### src/rtl/mesh_frame_header_filter_core_assert.svh
// Assertion macros for the mesh frame header filter.
// Each expects clk and rst in the scope where it is used.
`ifndef MESH_FRAME_HEADER_FILTER_CORE_ASSERT_SVH
`define MESH_FRAME_HEADER_FILTER_CORE_ASSERT_SVH

`ifndef NO_ASSERTIONS
`define MFHF_ASSERT_IMPLY(lbl, ante, cons, msg) \
  lbl: assert property (@(posedge clk) disable iff (rst) (ante) |-> (cons)) \
    else $error(msg);
`define MFHF_ASSERT_NEXT(lbl, ante, cons, msg) \
  lbl: assert property (@(posedge clk) disable iff (rst) (ante) |=> (cons)) \
    else $error(msg);
`else
`define MFHF_ASSERT_IMPLY(lbl, ante, cons, msg)
`define MFHF_ASSERT_NEXT(lbl, ante, cons, msg)
`endif

`endif

### src/rtl/mfhf_pkg.sv
package mfhf_pkg;

  localparam int unsigned PADDR_W = 4;

  localparam logic [7:0] HDR_BYTES       = 8'd26;
  localparam logic [7:0] HDR_LAST        = 8'd25;
  localparam int unsigned HDR_STORE_BYTES = 25;
  localparam logic [7:0] MAX_FRAME_BYTES = 8'd255;

  localparam logic [7:0]  MAGIC_0     = 8'h54;
  localparam logic [7:0]  MAGIC_1     = 8'h4D;
  localparam logic [7:0]  MAGIC_2     = 8'h4C;
  localparam logic [7:0]  MAGIC_3     = 8'h31;
  localparam logic [7:0]  HDR_VERSION = 8'h01;
  localparam logic [31:0] BCAST_ID    = 32'hFFFF_FFFF;

  typedef enum logic [2:0] {
    ST_HEADER     = 3'd0,
    ST_PAYLOAD    = 3'd1,
    ST_SHORT      = 3'd2,
    ST_BAD_MAGIC  = 3'd3,
    ST_BAD_LENGTH = 3'd4,
    ST_NOT_ADDR   = 3'd5,
    ST_BAD_KIND   = 3'd6
  } status_t;

  typedef enum logic [1:0] {
    REG_OWN_NODE     = 2'd0,
    REG_TEXT_KIND    = 2'd1,
    REG_APPDATA_KIND = 2'd2
  } reg_idx_t;

  typedef struct packed {
    status_t     status;
    logic        frame_kind;
    logic [7:0]  channel_number;
    logic [31:0] source_node;
    logic [31:0] dest_node;
    logic [31:0] message_id;
    logic [31:0] port_number;
    logic [7:0]  payload_length;
    logic        direct;
    logic [7:0]  payload_byte;
    logic        last;
  } res_t;

endpackage

### src/rtl/mfhf_rx_if.sv
interface mfhf_rx_if;
  logic       valid;
  logic       ready;
  logic [7:0] rx_byte;
  logic [7:0] frame_length;
  logic       first_byte;

  modport source (output valid, rx_byte, frame_length, first_byte, input ready);
  modport sink   (input valid, rx_byte, frame_length, first_byte, output ready);
endinterface

### src/rtl/mfhf_res_if.sv
interface mfhf_res_if;
  logic        valid;
  logic        ready;
  logic [2:0]  status;
  logic        frame_kind;
  logic [7:0]  channel_number;
  logic [31:0] source_node;
  logic [31:0] dest_node;
  logic [31:0] message_id;
  logic [31:0] port_number;
  logic [7:0]  payload_length;
  logic        direct;
  logic [7:0]  payload_byte;
  logic        last;

  modport source (
    output valid, status, frame_kind, channel_number, source_node, dest_node,
           message_id, port_number, payload_length, direct, payload_byte, last,
    input  ready
  );
  modport sink (
    input  valid, status, frame_kind, channel_number, source_node, dest_node,
           message_id, port_number, payload_length, direct, payload_byte, last,
    output ready
  );
endinterface

### src/rtl/mesh_frame_header_filter_core.sv
// Channel  | Dir | Carries
// ---------+-----+----------------------------------------------------------
// rx       | in  | one frame byte, frame length, first-byte flag
// res      | out | header result, payload byte or reject code, last flag
// apb      | in  | own node id, text kind code, appdata kind code
//
// One byte per cycle unless a stalled result holds the flow: input register, then
// compare/capture logic, then result register. The header verdict is formed
// on the last header byte from the 25 stored header bytes plus that byte.
// rst is synchronous; it resets byte position, frame flags and valid bits.
// A stalled result holds the input stage; rx still takes a byte while it is empty.
`include "mesh_frame_header_filter_core_assert.svh"

module mesh_frame_header_filter_core import mfhf_pkg::*; (
  input  logic               clk,
  input  logic               rst,
  mfhf_rx_if.sink            rx,
  mfhf_res_if.source         res,
  input  logic               psel,
  input  logic               penable,
  input  logic               pwrite,
  input  logic [PADDR_W-1:0] paddr,
  input  logic [31:0]        pwdata,
  output logic [31:0]        prdata,
  output logic               pready
);

  logic [31:0] own_node_id;
  logic [7:0]  text_kind_code;
  logic [7:0]  appdata_kind_code;

  logic [7:0] byte_position;
  logic [7:0] hdr [HDR_STORE_BYTES];
  logic       header_ok;
  logic       frame_accepted;
  logic [7:0] payload_remaining;

  logic       s1_valid;
  logic [7:0] s1_byte;
  logic [7:0] s1_flen;
  logic       s1_first;

  logic       res_valid;
  res_t       res_q;

  logic       out_free;
  logic       s1_fire;
  logic       cfg_wr;

  logic [7:0]  pos;
  logic        hok;
  logic        facc;
  logic [7:0]  prem;
  logic [15:0] plen;
  logic [31:0] src;
  logic [31:0] dst;
  logic        magic_bad;
  logic        len_bad;
  logic        addr_bad;
  logic        is_text;
  logic        is_app;

  logic        emit;
  res_t        res_next;
  logic        header_ok_next;
  logic        frame_accepted_next;
  logic [7:0]  payload_remaining_next;
  logic [7:0]  byte_position_next;

  assign pready   = 1'b1;
  assign cfg_wr   = psel && penable && pwrite && pready;
  assign out_free = !res_valid || res.ready;
  assign s1_fire  = s1_valid && out_free;
  assign rx.ready = !s1_valid || out_free;

  always_ff @(posedge clk) begin
    if (rst) begin
      own_node_id       <= '0;
      text_kind_code    <= 8'd0;
      appdata_kind_code <= 8'd1;
    end else if (cfg_wr) begin
      case (paddr[PADDR_W-1:2])
        REG_OWN_NODE:     own_node_id       <= pwdata;
        REG_TEXT_KIND:    text_kind_code    <= pwdata[7:0];
        REG_APPDATA_KIND: appdata_kind_code <= pwdata[7:0];
        default: ;
      endcase
    end
  end

  always_comb begin
    case (paddr[PADDR_W-1:2])
      REG_OWN_NODE:     prdata = own_node_id;
      REG_TEXT_KIND:    prdata = {24'h0, text_kind_code};
      REG_APPDATA_KIND: prdata = {24'h0, appdata_kind_code};
      default:          prdata = '0;
    endcase
  end

  // input stage
  always_ff @(posedge clk) begin
    if (rst) begin
      s1_valid <= 1'b0;
    end else if (rx.ready) begin
      s1_valid <= rx.valid;
    end
  end

  always_ff @(posedge clk) begin
    if (rx.valid && rx.ready) begin
      s1_byte  <= rx.rx_byte;
      s1_flen  <= rx.frame_length;
      s1_first <= rx.first_byte;
    end
  end

  // header decode; byte 25 is the byte in the input stage
  assign pos  = s1_first ? 8'd0 : byte_position;
  assign hok  = s1_first ? 1'b1 : header_ok;
  assign facc = s1_first ? 1'b0 : frame_accepted;
  assign prem = s1_first ? 8'd0 : payload_remaining;

  assign plen = {s1_byte, hdr[24]};
  assign src  = {hdr[11], hdr[10], hdr[9], hdr[8]};
  assign dst  = {hdr[15], hdr[14], hdr[13], hdr[12]};

  assign magic_bad = hdr[0] != MAGIC_0 || hdr[1] != MAGIC_1 || hdr[2] != MAGIC_2 ||
                     hdr[3] != MAGIC_3 || hdr[4] != HDR_VERSION;
  assign len_bad   = plen > {8'h00, s1_flen - HDR_BYTES};
  assign addr_bad  = src == own_node_id ||
                     (dst != BCAST_ID && dst != '0 && dst != own_node_id);
  assign is_text   = hdr[5] == text_kind_code;
  assign is_app    = hdr[5] == appdata_kind_code;

  always_comb begin
    emit                   = 1'b0;
    res_next               = '0;
    header_ok_next         = hok;
    frame_accepted_next    = facc;
    payload_remaining_next = prem;

    if (hok && !facc) begin
      if (s1_flen < HDR_BYTES) begin
        if ({1'b0, pos} + 9'd1 >= {1'b0, s1_flen}) begin
          emit            = 1'b1;
          res_next.status = ST_SHORT;
          res_next.last   = 1'b1;
          header_ok_next  = 1'b0;
        end
      end else if (pos == HDR_LAST) begin
        emit          = 1'b1;
        res_next.last = 1'b1;
        if (magic_bad) begin
          res_next.status = ST_BAD_MAGIC;
          header_ok_next  = 1'b0;
        end else if (len_bad) begin
          res_next.status = ST_BAD_LENGTH;
          header_ok_next  = 1'b0;
        end else if (addr_bad) begin
          res_next.status = ST_NOT_ADDR;
          header_ok_next  = 1'b0;
        end else if (!is_text && !is_app) begin
          res_next.status = ST_BAD_KIND;
          header_ok_next  = 1'b0;
        end else begin
          res_next.status         = ST_HEADER;
          res_next.frame_kind     = !is_text;
          res_next.channel_number = hdr[6];
          res_next.source_node    = src;
          res_next.dest_node      = dst;
          res_next.message_id     = {hdr[19], hdr[18], hdr[17], hdr[16]};
          res_next.port_number    = {hdr[23], hdr[22], hdr[21], hdr[20]};
          res_next.payload_length = plen[7:0];
          res_next.direct         = dst == own_node_id;
          res_next.last           = plen == 16'd0;
          frame_accepted_next     = 1'b1;
          payload_remaining_next  = plen[7:0];
        end
      end
    end else if (facc && prem != 8'd0 && pos >= HDR_BYTES) begin
      emit                   = 1'b1;
      payload_remaining_next = prem - 8'd1;
      res_next.status        = ST_PAYLOAD;
      res_next.payload_byte  = s1_byte;
      res_next.last          = prem == 8'd1;
    end

    byte_position_next = (pos < MAX_FRAME_BYTES) ? pos + 8'd1 : MAX_FRAME_BYTES;
  end

  always_ff @(posedge clk) begin
    if (rst) begin
      byte_position     <= '0;
      header_ok         <= 1'b1;
      frame_accepted    <= 1'b0;
      payload_remaining <= '0;
    end else if (s1_fire) begin
      byte_position     <= byte_position_next;
      header_ok         <= header_ok_next;
      frame_accepted    <= frame_accepted_next;
      payload_remaining <= payload_remaining_next;
    end
  end

  always_ff @(posedge clk) begin
    if (s1_fire && pos < HDR_LAST) begin
      hdr[pos[4:0]] <= s1_byte;
    end
  end

  // result stage
  always_ff @(posedge clk) begin
    if (rst) begin
      res_valid <= 1'b0;
    end else if (out_free) begin
      res_valid <= s1_fire && emit;
    end
  end

  always_ff @(posedge clk) begin
    if (s1_fire && emit) begin
      res_q <= res_next;
    end
  end

  assign res.valid          = res_valid;
  assign res.status         = res_q.status;
  assign res.frame_kind     = res_q.frame_kind;
  assign res.channel_number = res_q.channel_number;
  assign res.source_node    = res_q.source_node;
  assign res.dest_node      = res_q.dest_node;
  assign res.message_id     = res_q.message_id;
  assign res.port_number    = res_q.port_number;
  assign res.payload_length = res_q.payload_length;
  assign res.direct         = res_q.direct;
  assign res.payload_byte   = res_q.payload_byte;
  assign res.last           = res_q.last;

  `MFHF_ASSERT_IMPLY(a_accepted_not_rejected, frame_accepted, header_ok, "accepted frame marked rejected")
  `MFHF_ASSERT_IMPLY(a_remaining_needs_accept, payload_remaining != 8'd0, frame_accepted, "payload left without accepted frame")
  `MFHF_ASSERT_IMPLY(a_reject_is_last, res_valid && res_q.status != ST_HEADER && res_q.status != ST_PAYLOAD, res_q.last, "reject result without last")
  `MFHF_ASSERT_IMPLY(a_payload_fields_clear, res_valid && res_q.status == ST_PAYLOAD, res_q.source_node == '0 && res_q.payload_length == 8'd0, "payload result carries header fields")
  `MFHF_ASSERT_NEXT(a_input_stage_holds, s1_valid && !out_free, s1_valid && $stable(s1_byte), "input stage dropped a byte")

endmodule

### src/flat_wrapper.sv
// flat-port wrapper written by rule: the top's interface ports become plain ports
module mesh_frame_header_filter_core_flat import mfhf_pkg::*;
  (clk, rst, psel, penable, pwrite, paddr, pwdata, prdata, pready, rx_valid, rx_rx_byte, rx_frame_length, rx_first_byte, rx_ready, res_valid, res_status, res_frame_kind, res_channel_number, res_source_node, res_dest_node, res_message_id, res_port_number, res_payload_length, res_direct, res_payload_byte, res_last, res_ready);
  mfhf_rx_if rx_i ();
  mfhf_res_if res_i ();
  input  logic clk;
  input  logic rst;
  input  logic psel;
  input  logic penable;
  input  logic pwrite;
  input  logic [PADDR_W-1:0] paddr;
  input  logic [31:0] pwdata;
  output logic [31:0] prdata;
  output logic pready;
  input wire logic [$bits(rx_i.valid)-1:0] rx_valid;
  input wire logic [$bits(rx_i.rx_byte)-1:0] rx_rx_byte;
  input wire logic [$bits(rx_i.frame_length)-1:0] rx_frame_length;
  input wire logic [$bits(rx_i.first_byte)-1:0] rx_first_byte;
  output wire logic [$bits(rx_i.ready)-1:0] rx_ready;
  output wire logic [$bits(res_i.valid)-1:0] res_valid;
  output wire logic [$bits(res_i.status)-1:0] res_status;
  output wire logic [$bits(res_i.frame_kind)-1:0] res_frame_kind;
  output wire logic [$bits(res_i.channel_number)-1:0] res_channel_number;
  output wire logic [$bits(res_i.source_node)-1:0] res_source_node;
  output wire logic [$bits(res_i.dest_node)-1:0] res_dest_node;
  output wire logic [$bits(res_i.message_id)-1:0] res_message_id;
  output wire logic [$bits(res_i.port_number)-1:0] res_port_number;
  output wire logic [$bits(res_i.payload_length)-1:0] res_payload_length;
  output wire logic [$bits(res_i.direct)-1:0] res_direct;
  output wire logic [$bits(res_i.payload_byte)-1:0] res_payload_byte;
  output wire logic [$bits(res_i.last)-1:0] res_last;
  input wire logic [$bits(res_i.ready)-1:0] res_ready;
  assign rx_i.valid = rx_valid;
  assign rx_i.rx_byte = rx_rx_byte;
  assign rx_i.frame_length = rx_frame_length;
  assign rx_i.first_byte = rx_first_byte;
  assign rx_ready = rx_i.ready;
  assign res_valid = res_i.valid;
  assign res_status = res_i.status;
  assign res_frame_kind = res_i.frame_kind;
  assign res_channel_number = res_i.channel_number;
  assign res_source_node = res_i.source_node;
  assign res_dest_node = res_i.dest_node;
  assign res_message_id = res_i.message_id;
  assign res_port_number = res_i.port_number;
  assign res_payload_length = res_i.payload_length;
  assign res_direct = res_i.direct;
  assign res_payload_byte = res_i.payload_byte;
  assign res_last = res_i.last;
  assign res_i.ready = res_ready;
  mesh_frame_header_filter_core u_core (.clk(clk), .rst(rst), .rx(rx_i), .res(res_i), .psel(psel), .penable(penable), .pwrite(pwrite), .paddr(paddr), .pwdata(pwdata), .prdata(prdata), .pready(pready));
endmodule
### config.mk
export PLATFORM = sky130hd
export DESIGN_NAME = mesh_frame_header_filter_core_flat
export DESIGN_NICKNAME = d
export VERILOG_FILES = /design/src/rtl/mfhf_pkg.sv /design/src/rtl/mfhf_rx_if.sv /design/src/rtl/mfhf_res_if.sv /design/src/rtl/mesh_frame_header_filter_core.sv /design/src/flat_wrapper.sv
export VERILOG_INCLUDE_DIRS = /design/src /design/src/rtl
export SDC_FILE = /design/constraint.sdc
export NUM_CORES = 1
export LEC_CHECK = 0
export BUFFER_PORTS_ARGS = -buffer_cell sky130_fd_sc_hd__buf_2
export CAP_MARGIN = 20
export CORE_ASPECT_RATIO = 0.7
export CORE_MARGIN = 10
export CORE_UTILIZATION = 50
export DETAILED_ROUTE_END_ITERATION = 7
export MAX_ROUTING_LAYER = met4
export PLACE_DENSITY = 0.81
export SYNTH_ARGS = -nofsm -noshare
export SYNTH_HDL_FRONTEND = slang
export SYNTH_SLANG_ARGS = --single-unit
### constraint.sdc
create_clock -name clk -period 11.8 [get_ports clk]
set_clock_uncertainty 0.2 [all_clocks]
set_input_delay 1.18 -clock clk [delete_from_list [all_inputs] [get_ports clk]]
set_output_delay 1.18 -clock clk [all_outputs]
set_load 0.03 [all_outputs]
==> key figures <==
Layout
  – Final Core Density: 59.8%
  – Final #Nets: 1,594
  – Layout cells sized above 1: 22.8%
  – Area growth from synthesis to layout: 18.5%

Clocking
  – Root Driver: clkbuf_16
  – Htree depth: 2
  – Post-CTS Setup Inserts: 0
  – Clock sinks: 435
  – Clk slew on worst S/H paths: 0.06 ns
  – CTS tree: yes
  – Num CTS Buffers: 41
  – # resized after CTS: 0
  – CTS max path bufs: 3
  – CTS Hold Buffers Added: 0
  – Clk_lat worst skew: 0.57 ns

Power
  – Pwr per Cell Area: 151 mW/mm2
  – Peak supply drop: 0.107 mV
  – P_leak: 0.00811 uW
  – Design Power: 3110 uW

Timing
  – Final hold vios: 0
  – Final period utilization: 43.1%
  – Max-slew headroom: 27.8%
  – Slew Limit Fails: 0
  – Setup TNS: 0 ns
  – Fmax: 197 MHz
  – Unrepaired setup endpoints after global routing: false
  – Slew of the pin with the lowest slew margin: 1.08 ns
  – Setup Viol. Count Final: 0
  – Min Tclk post-route: 5.09 ns

Global routing
  – Total grt overflow: 0
  – GRT Util Overall: 21.0%
  – Largest net degree at the start of global routing: 150
  – First-pass GRT wire length: 67,500 um
  – Vias in the first global route: 11,100
  – Initial antenna violation count: 2

Route
  – Routed via count: 11,100
  – Total wire length: 45,400 um
  – Residual DRC: 0
  – Drt first pass iters: 5
  – Initial DRC Count: 1,177
  – Drt via density: 5.53
  – Avg WL per Cell: 22.6 um
  – ANT nets after route: 0

Place
  – Port bufs: 249
  – GPL Wtd Cong: 0.910
  – HPWL after DPL: 30,600 um

Worst setup path
  – Max incr delay on CP: 0.83 ns
  – Worst Path Required: 11.77 ns
  – WS Path Type: reg2reg
  – Crit Path Max Fanout: 149
  – Crit-path cells: inv_1, nand2_1, inv_1, ha_1, nand3_1, nor2_1, xor2_1, ha_1, nand3_1, o21ai_0, a21o_1, nor3_1, nor2_4, buf_12
  – CP bufs+invs: 3
  – Delay-heaviest family, CP: buffers and inverters
  – Worst EP arrival: 5.06 ns
  – Startpoint class of the critical path: register
  – Worst setup EP type: register
  – Critical-path top delay cell: edfxtp_1

Synthesis
  – Mapped cell area: 0.0174 mm2
  – Sequential share of the synthesized area: 71.1%
  – Unique masters post-synth: 63
  – Largest cells by area after synthesis: edfxtp_1 (63%), dfxtp_1 (7.8%), and2_1 (6.4%)
  – Ys async rst share: 0%
  – Main synth FF type: edfxtp_1
  – Avg Inst Size Synth: 14.0 um2
  – Most instantiated library cell after synthesis: edfxtp_1
  – Syn nets: 1,334
  – Most frequent cells after synthesis: edfxtp_1 (367), and2_1 (177), nand2_1 (107)
  – Synth top area share: 63.2%
  – Yosys warning total: 0
  – Post-synth EDFFs: 367
  – Count of state elements after synthesis: 435
  – Post-Syn Instances: 1,249
  – Area leader, netlist: edfxtp_1

Die
  – Starting Density: 50.5%
  – Die height: 176 um
  – I/O pins: 253
  – Die W: 243 um
  – Core area: 0.0345 mm2
  – Die footprint: 0.0428 mm2
  – Cell Rows: 57

Worst hold path
  – Min-Delay Path Class: reg2reg

Outcome
  – Status: finished clean

Flow run
  – Max-Cap Viols: 0
-- report_power, final --
part / total (uW) / internal (uW) / switching, uW / leakage (uW)
Sequential: 1680 / 1670 / 11.3 / 0.00427
Clock: 1340 / 767 / 576 / 0.000672
Combinational: 89.3 / 29.7 / 59.6 / 0.00316
-- worst reg2reg max path: stages (launching register included) --
cell	delay (ns)
edfxtp_1	0.83
inv_1	0.44
nand2_1	0.28
inv_1	0.14
ha_1	0.28
nand3_1	0.11
nor2_1	0.07
xor2_1	0.19
ha_1	0.32
nand3_1	0.07
o21ai_0	0.25
a21o_1	0.22
nor3_1	0.10
nor2_4	0.37
buf_12	0.46
-- per-layer routing --
layer,vias to the layer above,track usage (%),part of all wire (%)
met5,-,-,0
met4,0,5.82,2.3
met3,76,4.02,8.7
met2,533,32.7,47
met1,5484,28.0,42
li1,5056,-,-
-- through the flow --
step	setup WS (ns)	hold slack, ns	std cells	instance area [um2]
3_5_place_dp	6.88	0.298	1936	19200
2_1_floorplan	2.02	0.261	1249	17400
5_1_grt	6.41	0.333	2014	20600
4_1_cts	6.86	0.309	2012	20600
3_3_place_gp	6.99	0.293	1935	19200
6_report	6.71	0.308	2015	20600
-- path summary, 6_finish.rpt --
kind,startpoint,to,slack (ns),depth (start not counted)
min,u_core.payload_remaining[5],u_core.payload_remaining[5],0.31,2
min reg2reg,u_core.payload_remaining[5],u_core.payload_remaining[5],0.31,2
max reg2reg,u_core.s1_first,u_core.res.port_number[28],6.71,14
max,u_core.s1_first,u_core.res.port_number[28],6.71,14
-- cell families (layout without fill, tap and decap cells) --
family                   Yosys count  count (layout)  share of synthesized area, %
adder cells (fa/ha/maj)           25              25                          1.80
XOR/XNOR                          91              91                          4.57
multiplexers                      25              25                          1.44
buffers and inverters             69             362                          1.59
AO/OA/AOI/OAI                    123             123                          4.62
AND/OR/NAND/NOR                  480             480                          14.9
flip-flops                       435             435                          71.1
other                              1               2                        0.0215
-- layout make-up --
type | instances | area (um2)
fillers | 2659 | 13900
flip-flops and latches | 435 | 12400
multi-input cells | 745 | 4780
repair buffers | 269 | 1440
clock buffers | 52 | 1120
well taps | 472 | 591
clock inverters | 24 | 259
inverters | 17 | 63.8
diodes | 1 | 2.50
-- flip-flops by register name (all words and copies together) (netlist names), 32 cells and up --
signal,cells
u_core.res.dest_node,32
u_core.res.source_node,32
u_core.res.port_number,32
u_core.own_node_id,32
u_core.hdr,192
u_core.res.message_id,32
-- layout by cell type (no fill, tap or decap), types with 3 or more instances in the layout --
cell type  netlist  final
a21oi_1         52     52
nand3_1         17     17
and2_1         177    177
o21ai_0         25     25
nand2_1        107    107
edfxtp_1       367    367
nor3_2           1      3
ha_1            25     25
buf_4            2     16
nor4_1          26     26
clkinv_1         0      5
clkbuf_1        43      7
inv_1           17     17
xnor2_1         54     54
nand3b_1         3      3
nor2_1          69     68
xor2_1          37     37
clkinv_2         0      8
nor4b_2          3      3
buf_2            2    250
bufinv_16        0      4
clkbuf_16        0     43
a21o_1           5      5
o221a_2          8      8
or4_1            5      5
or3_1            4      4
nor3b_1          4      4
nor3_1          13     11
nor2b_1          5      5
mux2i_1         25     25
nand2b_1         4      4
clkbuf_8         0      3
dfxtp_1         68     68
nand4_1         32     32
No activity file was read; power rests on OpenSTA's default activity.
